## src/hdl/upd_pkg.sv

```systemverilog
package upd_pkg;

  localparam int unsigned CapW   = 17;
  localparam int unsigned QDepth = 2;
  localparam int unsigned QPtrW  = $clog2(QDepth);
  localparam int unsigned QCntW  = $clog2(QDepth + 1);

  localparam logic [CapW-1:0] CapReset = CapW'(256);

  localparam logic [7:0] CharPct   = 8'h25;
  localparam logic [7:0] CharPlus  = 8'h2b;
  localparam logic [7:0] CharSpace = 8'h20;

  typedef enum logic [1:0] {
    PH_IDLE,
    PH_PCT,
    PH_DIGIT
  } phase_e;

  // One queue entry holds every result that a single input beat causes.
  typedef struct packed {
    logic [1:0]      nres;   // results in this entry, 1 to 3
    logic            datav;  // clear for the empty end-of-string result
    logic            last;
    logic            trunc;
    logic [2:0][7:0] data;
  } entry_t;

  function automatic logic is_hex(input logic [7:0] c);
    return ((c >= 8'h30) && (c <= 8'h39)) || ((c >= 8'h61) && (c <= 8'h66)) ||
           ((c >= 8'h41) && (c <= 8'h46));
  endfunction

  function automatic logic [3:0] hex_nib(input logic [7:0] c);
    logic [7:0] v;
    if (c <= 8'h39) begin
      v = c - 8'h30;
    end else if (c >= 8'h61) begin
      v = c - 8'h57;
    end else begin
      v = c - 8'h37;
    end
    return v[3:0];
  endfunction

endpackage

```

## src/hdl/upd_front.sv

```systemverilog
module upd_front import upd_pkg::*; (
  input  logic            clk_i,
  input  logic            rst_ni,
  input  logic            cfg_we_i,
  input  logic [CapW-1:0] cfg_wdata_i,
  input  logic            in_valid_i,
  input  logic [7:0]      in_byte_i,
  input  logic            in_last_i,
  input  logic            q_full_i,
  output logic            in_stall_o,
  output logic            push_o,
  output entry_t          push_entry_o
);

  logic [CapW-1:0] cap_q;
  phase_e          phase_q, phase_d;
  logic [7:0]      held_q, held_d;
  logic [CapW-1:0] count_q, count_d;
  logic            dropped_q, dropped_d;

  logic            accept;
  logic [2:0][7:0] att;
  logic [1:0]      natt;
  logic [CapW-1:0] limit;
  logic [CapW-1:0] room;
  logic [1:0]      nok;
  logic            drop_now;

  assign in_stall_o = q_full_i;
  assign accept     = in_valid_i && !q_full_i;

  // Collect the bytes this beat tries to emit, in order.
  always_comb begin
    phase_d = phase_q;
    held_d  = held_q;
    att     = '0;
    natt    = 2'd0;
    case (phase_q)
      PH_PCT: begin
        if (is_hex(in_byte_i)) begin
          phase_d = PH_DIGIT;
          held_d  = in_byte_i;
        end else begin
          phase_d = PH_IDLE;
          att[natt] = CharPct;
          natt = natt + 2'd1;
          if (in_byte_i == CharPct) begin
            phase_d = PH_PCT;
          end else begin
            att[natt] = (in_byte_i == CharPlus) ? CharSpace : in_byte_i;
            natt = natt + 2'd1;
          end
        end
      end
      PH_DIGIT: begin
        phase_d = PH_IDLE;
        if (is_hex(in_byte_i)) begin
          att[natt] = {hex_nib(held_q), hex_nib(in_byte_i)};
          natt = natt + 2'd1;
        end else begin
          att[natt] = CharPct;
          natt = natt + 2'd1;
          att[natt] = held_q;
          natt = natt + 2'd1;
          if (in_byte_i == CharPct) begin
            phase_d = PH_PCT;
          end else begin
            att[natt] = (in_byte_i == CharPlus) ? CharSpace : in_byte_i;
            natt = natt + 2'd1;
          end
        end
      end
      default: begin
        phase_d = PH_IDLE;
        if (in_byte_i == CharPct) begin
          phase_d = PH_PCT;
        end else begin
          att[natt] = (in_byte_i == CharPlus) ? CharSpace : in_byte_i;
          natt = natt + 2'd1;
        end
      end
    endcase
    // An escape left open at the end of the string is flushed literally.
    if (in_last_i) begin
      if (phase_d == PH_PCT) begin
        att[natt] = CharPct;
        natt = natt + 2'd1;
      end else if (phase_d == PH_DIGIT) begin
        att[natt] = CharPct;
        natt = natt + 2'd1;
        att[natt] = held_d;
        natt = natt + 2'd1;
      end
    end
  end

  // Emissions past the limit are dropped; once one fails, all later ones do.
  always_comb begin
    limit = (cap_q == '0) ? '0 : cap_q - CapW'(1);
    room  = (count_q < limit) ? limit - count_q : '0;
    if (room < CapW'(natt)) begin
      nok = room[1:0];
    end else begin
      nok = natt;
    end
    drop_now  = (nok != natt);
    dropped_d = dropped_q || drop_now;
    count_d   = count_q + CapW'(nok);
  end

  always_comb begin
    push_entry_o.data  = att;
    push_entry_o.datav = (nok != 2'd0);
    push_entry_o.nres  = (nok == 2'd0) ? 2'd1 : nok;
    push_entry_o.last  = in_last_i;
    push_entry_o.trunc = dropped_d;
    push_o = accept && ((nok != 2'd0) || in_last_i);
  end

  always_ff @(posedge clk_i or negedge rst_ni) begin
    if (!rst_ni) begin
      cap_q     <= CapReset;
      phase_q   <= PH_IDLE;
      held_q    <= '0;
      count_q   <= '0;
      dropped_q <= 1'b0;
    end else begin
      if (cfg_we_i) begin
        cap_q <= cfg_wdata_i;
      end
      if (accept) begin
        if (in_last_i) begin
          phase_q   <= PH_IDLE;
          held_q    <= '0;
          count_q   <= '0;
          dropped_q <= 1'b0;
        end else begin
          phase_q   <= phase_d;
          held_q    <= held_d;
          count_q   <= count_d;
          dropped_q <= dropped_d;
        end
      end
    end
  end

endmodule

```

## src/hdl/upd_queue.sv

```systemverilog
module upd_queue import upd_pkg::*; (
  input  logic   clk_i,
  input  logic   rst_ni,
  input  logic   push_i,
  input  entry_t push_entry_i,
  input  logic   pop_i,
  output logic   full_o,
  output logic   empty_o,
  output entry_t head_o
);

  entry_t           mem_q [QDepth];
  logic [QPtrW-1:0] wr_ptr_q, rd_ptr_q;
  logic [QCntW-1:0] cnt_q;
  logic             do_push, do_pop;

  assign full_o  = (cnt_q == QCntW'(QDepth));
  assign empty_o = (cnt_q == '0);
  assign head_o  = mem_q[rd_ptr_q];
  assign do_push = push_i && !full_o;
  assign do_pop  = pop_i && !empty_o;

  always_ff @(posedge clk_i) begin
    if (do_push) begin
      mem_q[wr_ptr_q] <= push_entry_i;
    end
  end

  always_ff @(posedge clk_i or negedge rst_ni) begin
    if (!rst_ni) begin
      wr_ptr_q <= '0;
      rd_ptr_q <= '0;
      cnt_q    <= '0;
    end else begin
      if (do_push) begin
        wr_ptr_q <= (wr_ptr_q == QPtrW'(QDepth - 1)) ? '0 : wr_ptr_q + QPtrW'(1);
      end
      if (do_pop) begin
        rd_ptr_q <= (rd_ptr_q == QPtrW'(QDepth - 1)) ? '0 : rd_ptr_q + QPtrW'(1);
      end
      if (do_push && !do_pop) begin
        cnt_q <= cnt_q + QCntW'(1);
      end else if (do_pop && !do_push) begin
        cnt_q <= cnt_q - QCntW'(1);
      end
    end
  end

endmodule

```

## src/hdl/upd_back.sv

```systemverilog
module upd_back import upd_pkg::*; (
  input  logic       clk_i,
  input  logic       rst_ni,
  input  logic       empty_i,
  input  entry_t     head_i,
  input  logic       res_stall_i,
  output logic       pop_o,
  output logic       res_valid_o,
  output logic [7:0] out_byte_o,
  output logic       out_valid_o,
  output logic       out_last_o,
  output logic       out_truncated_o
);

  logic [1:0] idx_q;
  logic       final_res;
  logic       beat;

  assign final_res   = (idx_q == head_i.nres - 2'd1);
  assign res_valid_o = !empty_i;
  assign beat        = res_valid_o && !res_stall_i;
  assign pop_o       = beat && final_res;

  assign out_byte_o      = head_i.datav ? head_i.data[idx_q] : 8'h00;
  assign out_valid_o     = head_i.datav;
  assign out_last_o      = head_i.last && final_res;
  assign out_truncated_o = head_i.trunc;

  always_ff @(posedge clk_i or negedge rst_ni) begin
    if (!rst_ni) begin
      idx_q <= 2'd0;
    end else if (beat) begin
      idx_q <= final_res ? 2'd0 : idx_q + 2'd1;
    end
  end

endmodule

```

## src/hdl/url_percent_decoder_core.sv

```systemverilog
// URL percent decoder.
// Input channel: in_valid_i / in_stall_o carry one encoded byte per beat with
// in_last_i on the final byte of a string. Result channel: res_valid_o /
// res_stall_i carry one decoded result per beat (byte, data flag, last flag,
// truncation flag). cfg_we_i writes the destination capacity; the user
// must do so only while idle, as the block itself does not enforce it. A
// front stage decodes each input byte in the cycle it is accepted and pushes
// all of its results as one entry into a two-entry queue, where they are
// registered; the back stage shows the queue head and sends one result per
// cycle while the receiver does not stall. Input takes one byte per cycle
// under the same condition when each byte yields at most one result; two or
// three results of a byte go out one by one through the single result port.
// Reset clears the escape state, the counters and the queue and sets the
// capacity to 256. While the receiver stalls, the shown result holds and
// the queue fills; input stalls once both entries are occupied.
module url_percent_decoder_core import upd_pkg::*; (
  input  logic            clk_i,
  input  logic            rst_ni,
  input  logic            cfg_we_i,
  input  logic [CapW-1:0] cfg_wdata_i,
  input  logic            in_valid_i,
  output logic            in_stall_o,
  input  logic [7:0]      in_byte_i,
  input  logic            in_last_i,
  output logic            res_valid_o,
  input  logic            res_stall_i,
  output logic [7:0]      out_byte_o,
  output logic            out_valid_o,
  output logic            out_last_o,
  output logic            out_truncated_o
);

  logic   q_full, q_empty, push, pop;
  entry_t push_entry, head;

  upd_front u_front (
    .clk_i,
    .rst_ni,
    .cfg_we_i,
    .cfg_wdata_i,
    .in_valid_i,
    .in_byte_i,
    .in_last_i,
    .q_full_i     (q_full),
    .in_stall_o,
    .push_o       (push),
    .push_entry_o (push_entry)
  );

  upd_queue u_queue (
    .clk_i,
    .rst_ni,
    .push_i       (push),
    .push_entry_i (push_entry),
    .pop_i        (pop),
    .full_o       (q_full),
    .empty_o      (q_empty),
    .head_o       (head)
  );

  upd_back u_back (
    .clk_i,
    .rst_ni,
    .empty_i     (q_empty),
    .head_i      (head),
    .res_stall_i,
    .pop_o       (pop),
    .res_valid_o,
    .out_byte_o,
    .out_valid_o,
    .out_last_o,
    .out_truncated_o
  );

endmodule

```

## config.mk

```make
export PLATFORM = sky130hd
export DESIGN_NAME = url_percent_decoder_core
export DESIGN_NICKNAME = d
export VERILOG_FILES = /design/src/hdl/upd_pkg.sv /design/src/hdl/upd_front.sv /design/src/hdl/upd_queue.sv /design/src/hdl/upd_back.sv /design/src/hdl/url_percent_decoder_core.sv
export SDC_FILE = /design/constraint.sdc
export NUM_CORES = 1
export LEC_CHECK = 0
export BUFFER_PORTS_ARGS = -buffer_cell sky130_fd_sc_hd__clkbuf_2
export CORE_ASPECT_RATIO = 0.7
export CORE_MARGIN = 8
export CORE_UTILIZATION = 65
export CTS_CLUSTER_DIAMETER = 50
export CTS_CLUSTER_SIZE = 40
export DETAILED_ROUTE_END_ITERATION = 6
export GPL_TIMING_DRIVEN = 0
export HOLD_SLACK_MARGIN = 0.06
export PLACE_DENSITY = 0.91
export SLEW_MARGIN = 40
export SYNTH_ARGS = -nofsm -noshare
export SYNTH_HDL_FRONTEND = slang
export SYNTH_SLANG_ARGS = --single-unit
```

## constraint.sdc

```tcl
create_clock -name clk_i -period 21.4 [get_ports clk_i]
set_clock_uncertainty 0.1 [all_clocks]
set_input_delay 1.07 -clock clk_i [delete_from_list [all_inputs] [get_ports clk_i]]
set_output_delay 1.07 -clock clk_i [all_outputs]
set_load 0.01 [all_outputs]
```

==> results.json <==
{
  "syn_nets": 810,
  "worst_pin_slew_ns": 0.825,
  "final_common_cell": "nor2_1",
  "worstPathMaxFanout": 10,
  "cts_tree": "done",
  "synth_edf_count": 58,
  "fin_crit_sh_pct": 37.2,
  "root_buffer": "clkbuf_16",
  "drive_above_1_share_pct": 13.2,
  "numClockSinks": 109,
  "vias": 6426,
  "synthesis.area_um2": 7150,
  "clkTransAtPathRegs_ns": 0.08,
  "rrSetupSlack_ns": 13.43,
  "overflow": 0,
  "ant_nets": 0,
  "wirelength_um": 20900,
  "rsz0062_at_grt": "false",
  "grt_pass1_vias": 6022,
  "rows": 32,
  "worstPathRequired_ns": 21.52,
  "p_per_area_nw_per_um2": 96.3,
  "grt_max_degree": 52,
  "hold_buffers": 0,
  "max_freq_mhz": 125,
  "ys.flop_type": "edfxtp_1",
  "vias_per_cell": 6.76,
  "rr_endpoint": "u_front.count_q[7]",
  "ys_seq_area_share_pct": 42.2,
  "critPathArrivalTime_ns": 8.09,
  "cap_violations": 0,
  "yosysTopAreaCellShare_pct": 24.3,
  "grt_usage_pct": 28.2,
  "top_layer": "met4",
  "initial_core_util_pct": 65.9,
  "die_y_um": 104,
  "ys_warn_count": 0,
  "drt-pass1-iter-count": 7,
  "synth_cell_type_count": 70,
  "critPathKind": "flip-flop to flip-flop",
  "drt_iter0_markers": 1040,
  "finalHoldViolCount": 0,
  "io_pins": 44,
  "route.met2.wl_um": 8940,
  "gp_congestion": 0.956,
  "design.die.area_um2": 14700,
  "yosys.area.top_type": "edfxtp_1",
  "hold_end": "u_queue.cnt_q[1]",
  "cts_buffers": 9,
  "hpwl_um": 15300,
  "htree_num_levels": 3,
  "nFillCells": 734,
  "io_buffer_count": 40,
  "drcViolationCount": 2,
  "antenna_found_initial": 0,
  "area_growth_pct": 10.4,
  "irDropWorstVdd_mv": 0.0550,
  "p_leak_nw": 3.11,
  "clk_latency_ns": 0.36,
  "outcome": "finished, violations left",
  "grt_first_pass_wirelength_um": 32500,
  "final_cell_mix": "93 x nor2_1, 59 x nand2_1, 58 x edfxtp_1",
  "finalSetupViolations": 0,
  "nNetsFinal": 862,
  "holdPathStages": 1,
  "synth.avg_cell_area_um2": 9.66,
  "violations": "design-rule violations",
  "synth_cells": 741,
  "worst_setup_path_start_kind": "flip-flop",
  "die_x_um": 141,
  "met1_length_um": 8800,
  "period_minus_slack_ns": 7.97,
  "insertedDiodeCount": 0,
  "cts_setup_buffers": 0,
  "reg2regPathDepth": 27,
  "end_kind": "flip-flop",
  "async_flop_share_pct": 46.8,
  "cts_resized": 0,
  "core-area_um2": 10900,
  "yosys_register_bits": 109,
  "hold_path.class": "flip-flop to flip-flop",
  "wl_per_cell_um": 22.0,
  "synth.area.top_cells": "edfxtp_1 24%, dfrtp_1 17%, ha_1 6.3%",
  "final_max_slew_viol_count": 0,
  "tns_ns": 0,
  "worstHoldStart": "u_queue.cnt_q[1]",
  "met3_length_um": 2740,
  "fin_util_pct": 72.8,
  "timing.rr.start": "u_front.cap_q[0]",
  "relSlewSlack_pct": 43.4,
  "cts_buffer_depth": 2
}
==> layout make-up <==
cell class | count | area (µm²) | area share (%)
Buffer | 28 | 113 | 1.43
Inverter | 47 | 176 | 2.23
Sequential cell | 109 | 3020 | 38.2
Clock inverter | 6 | 72.6 | 0.918
Multi-Input combinational cell | 557 | 3860 | 48.9
Timing Repair Buffer | 41 | 218 | 2.76
Tap cell | 153 | 191 | 2.42
Clock buffer | 10 | 250 | 3.17
==> kinds of logic (layout without fill, tap and decap cells) <==
group	count (synthesis)	in the layout	share of synthesized area (%)
compound gates	183	183	16.8
xor+xnor	42	42	5.14
fa+ha+maj	38	38	6.86
buf+inv	75	132	4.04
flops	109	109	42.2
mux	45	45	8.13
simple gates	249	249	16.8
==> worst max-delay path by stage <==
stage	slack (ns)	start	to
after detailed placement	13.86	u_front.cap_q[7]	u_front.count_q[16]
after global placement	13.31	u_front.cap_q[7]	u_queue.mem_q[0][9]
after floorplan	14.45	u_front.cap_q[7]	u_queue.mem_q[0][0]
after global routing	12.91	u_front.cap_q[0]	u_front.count_q[7]
final	13.43	u_front.cap_q[0]	u_front.count_q[7]
after CTS	13.74	u_front.cap_q[7]	u_front.count_q[7]
==> critical path, cell delays in order (launching register included) <==
cell and delay, ns:
dfrtp_1 0.42, inv_1 0.14, ha_1 0.22, nor3b_1 0.59, nand3_1 0.22, or3_1 0.40, nor2_1 0.37, clkbuf_1 0.38
nor2_1 0.11, ha_1 0.41, a21oi_1 0.19, o211ai_1 0.12, o31ai_1 0.58, o41a_1 0.23, a21oi_1 0.08, and2_1 0.24
ha_1 0.26, or3_1 0.38, o21ai_0 0.17, nor2_1 0.10, nor3b_2 0.51, inv_1 0.15, ha_1 0.32, a21oi_1 0.07
nor2_1 0.48, nand3_1 0.22, xnor2_1 0.26, nor2_1 0.09
==> cell usage after synthesis, drive strengths merged, types with 13 or more instances <==
cell type / instances
xnor2: 29
a22oi: 19
dfrtp: 50
o21ai: 33
inv: 45
ha: 36
edfxtp: 58
nand3: 18
nand2: 59
mux2: 25
clkbuf: 26
a21oi: 52
nor2: 93
xor2: 13
==> power breakdown <==
| group | leakage, nW | total [mW] | internal (mW) | switching [mW] |
|---|---|---|---|---|
| Combinational | 1.76 | 0.289 | 0.116 | 0.172 |
| Clock | 0.157 | 0.177 | 0.0903 | 0.0869 |
| Sequential | 1.19 | 0.295 | 0.268 | 0.0273 |
==> registers in the layout (all words and copies together), names as in the netlist, 2 cells and up <==
| signal | flops |
|---|---|
| u_back.idx_q | 2 |
| u_front.cap_q | 17 |
| u_front.count_q | 17 |
| u_front.held_q | 8 |
| u_front.phase_q | 2 |
| u_queue.cnt_q | 2 |
| u_queue.mem_q | 58 |
==> per-layer routing <==
metal | global-route usage (%) | vias up
met5 | 0 | -
met4 | 7.72 | 0
met3 | 6.88 | 61
met2 | 41.4 | 483
met1 | 40.8 | 3069
li1 | - | 2813
==> per-stage QoR <==
step                total power [mW]  area (µm²)  std cells  hold WS [ns]  worst slack, ns
global route                   0.791        7900        951         0.432            12.91
finish                         0.761        7900        951         0.413            13.43
floorplan                      0.488        7150        741         0.355            14.45
detailed placement             0.577        7570        935         0.399            13.86
CTS                            0.754        7900        951         0.410            13.74
global placement               0.558        7550        934         0.373            13.31
No activity file was read; power rests on OpenSTA's default activity.
